## src/rtl/lesq_pkg.sv

```systemverilog
// Shared types and constants of the largest empty square scan.
`default_nettype none
package lesq_pkg;

  localparam int CHAR_W      = 8;
  localparam int SIDE_W      = 11;
  localparam int COORD_W     = 10;
  localparam int ROW_WIDTH_W = 11;
  localparam int CFG_DATA_W  = 11;
  localparam int OUT_DATA_W  = 32;

  localparam logic [SIDE_W-1:0]      SIDE_MAX          = 11'h7FF;
  localparam logic [ROW_WIDTH_W-1:0] ROW_WIDTH_RESET   = 11'd1;
  localparam logic [CHAR_W-1:0]      OBSTACLE_RESET    = 8'd111;

  typedef enum logic {
    CFG_ROW_WIDTH = 1'b0,
    CFG_OBSTACLE  = 1'b1
  } cfg_index_t;

  typedef struct packed {
    logic last;
    logic eor;
    logic obstacle;
    logic border;
  } cell_ctl_t;

endpackage
`default_nettype wire

```

## src/rtl/lesq_tracker.sv

```systemverilog
// Side computation stage, best square tracking and result register.
`default_nettype none
module lesq_tracker #(
  parameter int COL_W = 10,
  parameter int ROW_W = 10
) (
  input  wire                          clk,
  input  wire                          rst_n,
  input  wire                          acc,
  input  wire  lesq_pkg::cell_ctl_t    ctl_in,
  input  wire  [COL_W-1:0]             col_in,
  input  wire  [ROW_W-1:0]             row_in,
  input  wire  [lesq_pkg::SIDE_W-1:0]  up,
  output logic                         advance,
  output logic                         wr_en,
  output logic [COL_W-1:0]             wr_addr,
  output logic [lesq_pkg::SIDE_W-1:0]  wr_data,
  output logic                         out_valid,
  input  wire                          out_ready,
  output logic [lesq_pkg::SIDE_W-1:0]  out_size,
  output logic [lesq_pkg::COORD_W-1:0] out_left,
  output logic [lesq_pkg::COORD_W-1:0] out_top
);
  import lesq_pkg::*;

  localparam int W1    = (COL_W + 1 > SIDE_W) ? COL_W + 1 : SIDE_W;
  localparam int CMP_W = (ROW_W + 1 > W1) ? ROW_W + 1 : W1;

  logic              s1_valid_r;
  cell_ctl_t         s1_ctl_r;
  logic [COL_W-1:0]  s1_col_r;
  logic [ROW_W-1:0]  s1_row_r;
  logic [SIDE_W-1:0] left_r;
  logic [SIDE_W-1:0] diag_r;
  logic [SIDE_W-1:0] best_side_r;
  logic [COORD_W-1:0] best_col_r;
  logic [COORD_W-1:0] best_row_r;
  logic              out_valid_r;
  logic [SIDE_W-1:0] out_size_r;
  logic [COORD_W-1:0] out_left_r;
  logic [COORD_W-1:0] out_top_r;

  logic               out_free;
  logic               s1_fire;
  logic [SIDE_W-1:0]  min3;
  logic [SIDE_W:0]    sum;
  logic [SIDE_W-1:0]  side;
  logic [CMP_W-1:0]   side_w;
  logic [CMP_W-1:0]   col1;
  logic [CMP_W-1:0]   row1;
  logic [CMP_W-1:0]   col_diff;
  logic [CMP_W-1:0]   row_diff;
  logic               better;
  logic [SIDE_W-1:0]  best_side_nxt;
  logic [COORD_W-1:0] best_col_nxt;
  logic [COORD_W-1:0] best_row_nxt;

  assign out_free = !out_valid_r || out_ready;
  assign s1_fire  = s1_valid_r && (!s1_ctl_r.last || out_free);
  assign advance  = !s1_valid_r || s1_fire;

  always_comb begin
    min3 = up;
    if (left_r < min3) begin
      min3 = left_r;
    end
    if (diag_r < min3) begin
      min3 = diag_r;
    end
    sum = {1'b0, min3} + {{SIDE_W{1'b0}}, 1'b1};
    priority if (s1_ctl_r.obstacle) begin
      side = '0;
    end else if (s1_ctl_r.border) begin
      side = {{(SIDE_W-1){1'b0}}, 1'b1};
    end else if (sum[SIDE_W]) begin
      side = SIDE_MAX;
    end else begin
      side = sum[SIDE_W-1:0];
    end
    side_w   = CMP_W'(side);
    col1     = CMP_W'(s1_col_r) + CMP_W'(1);
    row1     = CMP_W'(s1_row_r) + CMP_W'(1);
    col_diff = col1 - side_w;
    row_diff = row1 - side_w;
    better   = (side > best_side_r) && (side_w <= col1) && (side_w <= row1);
    best_side_nxt = best_side_r;
    best_col_nxt  = best_col_r;
    best_row_nxt  = best_row_r;
    if (better) begin
      best_side_nxt = side;
      best_col_nxt  = col_diff[COORD_W-1:0];
      best_row_nxt  = row_diff[COORD_W-1:0];
    end
  end

  assign wr_en   = s1_fire;
  assign wr_addr = s1_col_r;
  assign wr_data = side;

  always_ff @(posedge clk) begin
    if (!rst_n) begin
      s1_valid_r  <= 1'b0;
      left_r      <= '0;
      diag_r      <= '0;
      best_side_r <= '0;
      best_col_r  <= '0;
      best_row_r  <= '0;
      out_valid_r <= 1'b0;
    end else begin
      if (advance) begin
        s1_valid_r <= acc;
      end
      if (s1_fire) begin
        if (s1_ctl_r.last) begin
          best_side_r <= '0;
          best_col_r  <= '0;
          best_row_r  <= '0;
          left_r      <= '0;
          diag_r      <= '0;
        end else begin
          best_side_r <= best_side_nxt;
          best_col_r  <= best_col_nxt;
          best_row_r  <= best_row_nxt;
          if (s1_ctl_r.eor) begin
            left_r <= '0;
            diag_r <= '0;
          end else begin
            left_r <= side;
            diag_r <= up;
          end
        end
      end
      if (s1_fire && s1_ctl_r.last) begin
        out_valid_r <= 1'b1;
      end else if (out_ready) begin
        out_valid_r <= 1'b0;
      end
    end
  end

  always_ff @(posedge clk) begin
    if (acc && advance) begin
      s1_ctl_r <= ctl_in;
      s1_col_r <= col_in;
      s1_row_r <= row_in;
    end
    if (s1_fire && s1_ctl_r.last) begin
      out_size_r <= best_side_nxt;
      out_left_r <= best_col_nxt;
      out_top_r  <= best_row_nxt;
    end
  end

  assign out_valid = out_valid_r;
  assign out_size  = out_size_r;
  assign out_left  = out_left_r;
  assign out_top   = out_top_r;

endmodule
`default_nettype wire

```

## config.mk

```make
export PLATFORM = sky130hd
export DESIGN_NAME = lesq_tracker
export DESIGN_NICKNAME = d
export VERILOG_FILES = /design/src/rtl/lesq_pkg.sv /design/src/rtl/lesq_tracker.sv
export SDC_FILE = /design/constraint.sdc
export NUM_CORES = 1
export LEC_CHECK = 0
export ABC_AREA = 1
export BUFFER_PORTS_ARGS = -buffer_cell sky130_fd_sc_hd__buf_2
export CAP_MARGIN = 20
export CORE_UTILIZATION = 42
export DETAILED_ROUTE_END_ITERATION = 10
export PLACE_DENSITY = 0.67
export SLEW_MARGIN = 20
export SYNTH_ARGS = -nofsm -noshare
export SYNTH_HDL_FRONTEND = slang
export SYNTH_SLANG_ARGS = --single-unit
```

## constraint.sdc

```tcl
create_clock -name clk -period 5.7 [get_ports clk]
set_input_delay 1.14 -clock clk [delete_from_list [all_inputs] [get_ports clk]]
set_output_delay 1.14 -clock clk [all_outputs]
set_load 0.03 [all_outputs]
```

[Word level (Yosys, flattened, before mapping)]
Index checks and enable logic that the tools add are counted.
Storage, ports and cells
  bits in registers: 110
  input bits: 39
  output and inout bits: 55
  word-level logic and storage cells: 55
Operators by class
  add/subtract/negate cells: 5
  $lt $le $gt $ge: 5
  mux-type cells: 17
  reductions and logical operators: 12
Operators with widths (number)
  11-bit two-way mux: 11
  10-bit two-way mux: 4
  10-bit by 1-bit adder with 11-bit output (second input constant): 2
  11-bit less-or-equal comparator: 2
  11-bit < comparator: 2
  10-bit subtractor: 2
  11-bit by 1-bit adder with 12-bit output (second input constant): 1
  11-bit > comparator: 1
  1-bit logical AND: 5
  1-bit logical NOT: 3
  1-bit logical OR: 3
  1-bit two-way mux: 2
  2-bit nonzero test: 1

[Longest topological paths before layout]
Gate-level depths: netlist (run 1).
  depth in word-level cells: 13
  depth in mapped cells: 46
  gate-level depth less buffers: 43

[Worst setup path before layout (run 1)]
No wires, ideal clock.
  kind: input -> register
  start point: input up[10] (netlist bit)
  end point: register out_left_r[6] (netlist: out_left[6]) (data pin)
  setup time: 0.255 ns
  data arrival time: 6.227 ns
  data required time: 5.445 ns
  path slack: -0.782 ns
  stages on the path: 32
  path buffers: 2
  path through: inv_1 -> ha_1 -> a21o_1 -> nor2_1 -> nand3_2 -> buf_2 -> o21ai_0 -> inv_1 -> ha_1 -> a21oi_1 -> o21a_1 -> o221a_2 -> clkbuf_1 -> nand3_1 -> nand2_2 -> nand2_2 -> nor2_4 -> nand3_4 -> a21oi_1 -> ha_1 -> inv_1 -> fa_1 -> nand2_1 -> nand2_1 -> nand2_1 -> nand2_1 -> nand2_1 -> nand3_1 -> nand2_1 -> xor2_1 -> nand3_1 -> and2_1
Between the ends
  word-level cells in the longest chain between the ends: 12
  elaborated cells on any way between the ends: 15
  those cells by class: add/sub (2); order compare (5); mux (6); reduce/logical (2)
RTL lines
  start, declared: RTL line lesq_tracker.sv:13  | input wire [lesq_pkg::SIDE_W-1:0] up,
  11-bit < comparator: RTL line lesq_tracker.sv:64  | if (left_r < min3) begin
  11-bit two-way mux (*): RTL line lesq_tracker.sv:64
  11-bit < comparator: RTL line lesq_tracker.sv:67  | if (diag_r < min3) begin
  11-bit two-way mux (*): RTL line lesq_tracker.sv:67
  11-bit by 1-bit adder with 12-bit output (*): RTL line lesq_tracker.sv:70  | sum = {1'b0, min3} + {{SIDE_W{1'b0}}, 1'b1};
  11-bit two-way mux (*): RTL line lesq_tracker.sv:75  | end else if (sum[SIDE_W]) begin
  11-bit two-way mux (*): RTL line lesq_tracker.sv:73  | end else if (s1_ctl_r.border) begin
  11-bit two-way mux (*): RTL line lesq_tracker.sv:71  | priority if (s1_ctl_r.obstacle) begin
  named net wr_data, one bit: RTL line lesq_tracker.sv:17  | output logic [lesq_pkg::SIDE_W-1:0] wr_data,
  11-bit > comparator / 11-bit less-or-equal comparator (equally long branches): RTL line lesq_tracker.sv:85  | better = (side > best_side_r) && (side_w <= col1) && (side_w <= row1);
  1-bit logical AND (2 in series): RTL line lesq_tracker.sv:85
  10-bit two-way mux (*): RTL line lesq_tracker.sv:89  | if (better) begin
  named net best_col_nxt[6]: RTL line lesq_tracker.sv:55  | logic [COORD_W-1:0] best_col_nxt;
  end signal, assigned: RTL line lesq_tracker.sv:149  | out_left_r <= best_col_nxt;
  end, declared: RTL line lesq_tracker.sv:40  | logic [COORD_W-1:0] out_left_r;
The timed path passes the listed nets; every way through them passes the cells marked *.
A chain may end at the register's enable or synchronous reset.

[Final worst setup path (run 1)]
  start point: input up[5] (netlist bit)
  end point: register best_side_r[2]
Between the ends
  word-level cells in the longest chain between the ends: 13
  elaborated cells on any way between the ends: 15
  those cells by class: add/sub (1); order compare (5); mux (7); reduce/logical (2)
RTL lines
  11-bit < comparator: RTL line lesq_tracker.sv:64
  11-bit two-way mux (*): RTL line lesq_tracker.sv:64
  11-bit < comparator: RTL line lesq_tracker.sv:67
  11-bit two-way mux (*): RTL line lesq_tracker.sv:67
  11-bit by 1-bit adder with 12-bit output (*): RTL line lesq_tracker.sv:70
  11-bit two-way mux (*): RTL line lesq_tracker.sv:75
  11-bit two-way mux (*): RTL line lesq_tracker.sv:73
  11-bit two-way mux (*): RTL line lesq_tracker.sv:71
  11-bit > comparator / 11-bit less-or-equal comparator (equally long branches): RTL line lesq_tracker.sv:85
  1-bit logical AND (2 in series): RTL line lesq_tracker.sv:85
  11-bit two-way mux (*): RTL line lesq_tracker.sv:89
  11-bit two-way mux (*): RTL line lesq_tracker.sv:114  | if (s1_ctl_r.last) begin
  end signal, assigned: RTL line lesq_tracker.sv:121  | best_side_r <= best_side_nxt;
  end, declared: RTL line lesq_tracker.sv:35  | logic [SIDE_W-1:0] best_side_r;
Every way passes the cells marked *; elsewhere a longest branch is shown, timed or not.

==> out/metrics.cfg, run 1 <==
[cts]
cts_tree=built
htree_levels=3
clock_latency_ps=370
cts_buffers=9
max-clock-path-buffers=2
clk_root_buffer_cell=clkbuf_16
cts_sinks=110
clk_pin_slew_ps=80
cts_hold_buffers=0

[global_route]
grt_start_max_net_pins=57
antenna_found_initial=0
grt_pass1_vias=7159
grt.overflow.total=0
grt_util_all_layers=0.247
grt_pass1_wl_mm=35.1

[route]
wl_met3_mm=1.30
drtAntennaViolNets=0
wl_met2_mm=11.3
firstDrtPassIters=5
top_layer=met4
wl_mm=23.5
vias=7735
drtIter0Drc=465
drc=0
m1WireLength_mm=10.3
viasPerCell=5.10
wl_per_cell_um=15.5

[timing]
worst_pin_slew_ps=1060
finalCriticalPeriod_ps=5920
slew_headroom=0.295
finalCritPeriodShare=1.04
setup-tns-final_ps=-10130
fin_skew_ps=12.4
max_freq_mhz=169
report.final.slew_viol_count=0
setup_viol=71
timing.hold.ws_ps=466
setup_ws_ps=-223
rsz0062_at_grt=true
final-hold-violation-count=0

[job]
cap_violations=0

[finish]
area_delta_synth_final_pct=50.7
layout.nets=1388
final_core_util=0.654
fillCellCount=1374
diodes=0
drive_gt1_frac=0.417

[worst_hold_path]
hp-class=reg2reg
hold_depth=2

[worst_setup_path]
slowest_stage=ha_4
worstSetupPathType=in2reg
max_stage_delay_ps=270
start_kind=primary input
crit_fanout=8
reg2reg_depth=36
critical_path_arrival_ps=6200
worstPathRequired_ps=5980
end_kind=flip-flop

[place]
dp_worst_setup_slack_ps=-912
hpwl_mm=16.3
port_buffers=93
gp_congestion=0.948

[die]
die_w_um=136
ioPinCount=94
dieArea_um2=18600
rows=48
initial_core_util=0.434
coreArea_um2=17500
fp.dieH_um=136

[logic_synthesis]
ys_seq_area_frac=0.363
synth_warnings=0
ys_ff_latch=110
synth_edf_count=55
syn_nets=1116
ys_dominant_reg_cell=edfxtp_1
synth.avg_cell_area_um2=7.47
synthCells=1015
synth.distinct_cells=40
async_flop_share=0
syn_area_um2=7580

[outcome]
violations=setup timing
run_status=finished with violations

[power_and_ir_drop]
peakVddDrop_mv=0.236
p_per_area_nw_per_um2=288
p_leak_nw=5.41

## path summary, 6_finish.rpt
check                 from              to  slack (ps)
max reg2reg     left_r[10]  best_side_r[2]         200
max                  up[5]  best_side_r[2]        -220
min reg2reg  best_row_r[5]   best_row_r[5]         470
min          best_row_r[5]   best_row_r[5]         470
## layout by cell type (no fill, tap or decap), types with 15 or more instances in the layout
master    count
buf_4       168
inv_1       128
dfxtp_1      55
ha_1         36
nand2_1     216
nor2_1       31
nand3_4      17
buf_2        76
and2_1       16
buf_6        28
ha_4         21
nand2_2      50
nand3_1      79
xor2_1       19
a21oi_2      15
nand3_2      25
nand2_4      25
a21oi_1      62
edfxtp_1     55
## area by class of cell
type | instances | area, um2 | area share
Timing Repair Buffer | 291 | 2290 | 0.200
Tap cell | 225 | 282 | 0.0246
Inverter | 152 | 612 | 0.0536
Multi-Input combinational cell | 723 | 5180 | 0.453
Clock buffer | 11 | 243 | 0.0212
Sequential cell | 110 | 2750 | 0.241
Clock inverter | 5 | 65.1 | 0.00570
## metrics by stage
stage                     area [um2]  cells  total power [mW]
after floorplan                 7890   1015              1.83
after global placement          9700   1455              2.12
after detailed placement        9700   1455              2.15
after CTS                      10700   1498              2.98
after global routing           11400   1517              3.47
final                          11400   1517              3.29
## registers in the layout, summed over array words and instances (netlist names), 4 cells and up
name / flops
s1_ctl_r: 4
s1_row_r: 10
out_top: 10
left_r: 11
out_size: 11
wr_addr: 10
best_col_r: 10
out_left: 10
diag_r: 11
best_side_r: 11
best_row_r: 10
## cells in the mapped netlist, drive strengths merged (17+ instances only)
library cell  number  area [um2]
a21oi             79         403
clkbuf            17        63.8
dfxtp             55        1100
ha                60         751
nand2            294        1200
inv              152         571
nor2              44         190
and2              30         188
nand3            120         673
edfxtp            55        1650
xor2              20         175
o21ai             21         105
## kinds of logic after synthesis
family / count (synthesis) / share of synthesized area
AO/OA/AOI/OAI: 116 / 0.0834
XOR/XNOR: 23 / 0.0266
adder cells (fa/ha/maj): 62 / 0.104
buffers and inverters: 183 / 0.0972
flip-flops: 110 / 0.363
AND/OR/NAND/NOR: 521 / 0.325
## worst max-delay path, delay by kind of cell
kind	cells	cell delay, ps
buf+inv	11	1160
fa+ha+maj	3	730
simple gates	22	2350
compound gates	5	780
## what timing repair did
action	CTS	global route
gates resized for setup	110	137
pin swaps	37	30
buffers inserted	25	18
cloned	2	3
endpoints found under the setup margin	73	73
## per-layer routing
metal | global-route usage | vias to the layer above
met1 | 0.320 | 3607
met3 | 0.0447 | 39
met5 | 0 | -
li1 | - | 3836
met4 | 0.0914 | 0
met2 | 0.407 | 253
## where the power goes
| group | leakage, nW | internal, mW | switching (mW) |
|---|---|---|---|
| clock network | 0.144 | 0.358 | 0.315 |
| logic | 4.30 | 0.769 | 0.850 |
| registers | 0.969 | 0.967 | 0.0335 |
| total | 5.41 | 2.09 | 1.20 |
(Power assumes the default switching activity.)
==> run 2: changes to the inputs <==
--- a/config.mk
+++ b/config.mk
@@ -10,7 +10,8 @@
 export CAP_MARGIN = 20
 export CORE_UTILIZATION = 42
 export DETAILED_ROUTE_END_ITERATION = 10
-export PLACE_DENSITY = 0.67
+export PLACE_DENSITY = 0.61
+export SKIP_CTS_REPAIR_TIMING = 1
 export SLEW_MARGIN = 20
 export SYNTH_ARGS = -nofsm -noshare
 export SYNTH_HDL_FRONTEND = slang
==> run 2 against run 1 <==
Against the previous run: the flow still finishes with violations (setup timing); highest routed layer unchanged; hold slack better by 0.84 ps; total power is 5.7% lower; critical path depth is 10 lower; sequential share of layout area is 0.26 points higher; sequential power hardly changed; clock power is 2% lower; flip-flop and latch count stayed put; combinational power is 11% lower; register-to-register slack hardly changed; design area is 1.1% lower; die area stayed put.
==> out/metrics.cfg, run 2 (synthesis results as in run 1) <==
[die]
fp.dieH_um=136  ; unchanged
rows=48  ; unchanged
coreArea_um2=17500  ; unchanged
initial_core_util=0.434  ; unchanged
ioPinCount=94  ; unchanged
die_w_um=136  ; unchanged
dieArea_um2=18600  ; unchanged

[worst_setup_path]
worstSetupPathType=in2out
crit_top_cell=buf_6
critical_path_arrival_ps=4770  ; -1430 ps
r2r_setup_slack_ps=210  ; about the same
rr_endpoint=out_size[3]
slowest_stage=o221a_4
worst-path-buf-inv=13  ; +2
start_kind=primary input
crit_family=buffers and inverters
end_kind=primary output
r2r_start=left_r[10]
reg2reg_depth=36  ; unchanged
worstPathRequired_ps=4560  ; -1420 ps
max_stage_delay_ps=260  ; about the same
crit_fanout=8  ; unchanged

[place]
placed_area_um2=9710  ; about the same
port_buffers=93  ; unchanged
hpwl_mm=16.6  ; +1.9%
dp.cells=1457  ; +0.14%
gp_congestion=0.919  ; -3.1%

[finish]
ff_latch_area_um2=2750  ; unchanged
multiInputGateArea_um2=5070  ; -2.1%
diodes=0  ; unchanged
layout.nets=1377  ; -0.79%
area_delta_synth_final_pct=49.1
layout_common_cells=nand2_1 (215), buf_4 (156), inv_1 (125)
drive_gt1_frac=0.410  ; -0.00735
stdcell_area_um2=11300  ; -1.1%
layout_commonest_cell=nand2_1
fillCellCount=1508  ; +9.8%
finalNonFillerCells=1506  ; -0.73%

[timing]
final-hold-violation-count=0  ; unchanged
finalCriticalPeriod_ps=5910  ; -15.0 ps
rsz0062_at_grt=true
fin_skew_ps=9.67  ; -2.76 ps
worst_pin_slew_ps=876  ; -180 ps
max_freq_mhz=169  ; +0.25%
setup_viol=71  ; unchanged
setup_ws_ps=-208  ; +15.0 ps
report.final.slew_viol_count=0  ; unchanged
finalCritPeriodShare=1.04  ; -0.00262
slew_headroom=0.414  ; +0.119
setup-tns-final_ps=-7810  ; +2310 ps

[power_and_ir_drop]
comb_power_share=0.465  ; -0.027
seq_power_share=0.322  ; +0.018
p_int_mw=1.97  ; -5.9%
power.net_switching_mw=1.13  ; -5.3%
switching_share=0.365  ; +0.00144
peakVddDrop_mv=0.230  ; -2.6%
p_per_area_nw_per_um2=275  ; -4.7%
p_leak_nw=5.33  ; -1.5%
clockPowerShare=0.212  ; +0.008

[global_route]
grt_util_all_layers=0.238  ; -0.00841
grt_pass1_vias=6816  ; -4.8%
antenna_found_initial=0  ; unchanged
grt.overflow.total=0  ; unchanged
grt_pass1_wl_mm=33.9  ; -3.4%
grt_start_max_net_pins=56  ; -1.8%

[cts]
cts_tree=built
cts_sinks=110  ; unchanged
htree_levels=3  ; unchanged
clock_latency_ps=360  ; about the same
cts_buffers=9  ; unchanged
max-clock-path-buffers=2  ; unchanged
clk_pin_slew_ps=80  ; about the same
clk_root_buffer_cell=clkbuf_16

[job]
cap_violations=0  ; unchanged

[route]
vias=7587  ; -1.9%
drtAntennaViolNets=0  ; unchanged
wl_mm=22.9  ; -2.5%
drc=0  ; unchanged
wl_per_cell_um=15.2  ; -1.8%
drtIter0Drc=546  ; +17%
viasPerCell=5.04  ; -1.2%
firstDrtPassIters=5  ; unchanged

[worst_hold_path]
hp-class=reg2reg
holdPathEnd=best_row_r[0]
hold_start=best_row_r[0]
hold_depth=2  ; unchanged

[outcome]
violations=setup timing
run_status=finished with violations

==> run 2: cell count changes in the layout (fill, tap and decap cells not counted), sizes merged <==
cell      change
nand3         -1
buf           -9
clkbuf        -2
clkinvlp      -1
inv           +2
==> run 2: tightest hold or removal path, cell delays in order (launching register included) <==
cell and delay, ps:
dfxtp_1 310, nand2_1 60, a21oi_1 50
==> run 2: layout make-up <==
type | instances | area share
inverter | 152 | 0.0540
multi-input combinational | 722 | 0.449
timing repair buffer | 281 | 0.201
tap | 225 | 0.0249
sequential | 110 | 0.244
clock inverter | 6 | 0.00686
clock buffer | 10 | 0.0203
==> run 2: worst max-delay path by stage <==
stage | start | endpoint | slack, ps | cells after the start
5_1_grt | up[2] | out_left[5] | -420 | 39
3_5_place_dp | up[10] | out_size[9] | -1000 | 37
3_3_place_gp | up[10] | out_left[7] | -800 | 38
2_1_floorplan | up[10] | out_size[2] | -80 | 37
6_report | up[3] | wr_data[6] | -210 | 31
4_1_cts | up[10] | wr_data[10] | -770 | 30
==> run 2: power groups by stage <==
stage	combinational, mW	sequential, mW	clock (mW)
finish	1.44	1.00	0.660
global route	1.58	1.01	0.703
CTS	1.13	1.00	0.669
detailed placement	1.13	1.02	0
global placement	1.10	1.02	0
floorplan	0.749	1.08	0
==> run 2: metal layers <==
layer,up-vias,wire length (um),global-route usage
met3,18,904,0.0380
met5,-,0,0
met2,161,11200,0.395
li1,3820,-,-
met1,3588,10600,0.319
met4,0,282,0.0654
==> run 2: metrics by stage <==
| stage | util | setup WS (ps) | power [mW] | hold WS (ps) |
|---|---|---|---|---|
| after global placement | 0.555 | -804 | 2.12 | 452 |
| after CTS | 0.573 | -773 | 2.80 | 467 |
| final | 0.647 | -208 | 3.10 | 467 |
| after detailed placement | 0.555 | -1000 | 2.14 | 456 |
| after global routing | 0.647 | -422 | 3.29 | 484 |
| after floorplan | - | -84.0 | 1.83 | 445 |
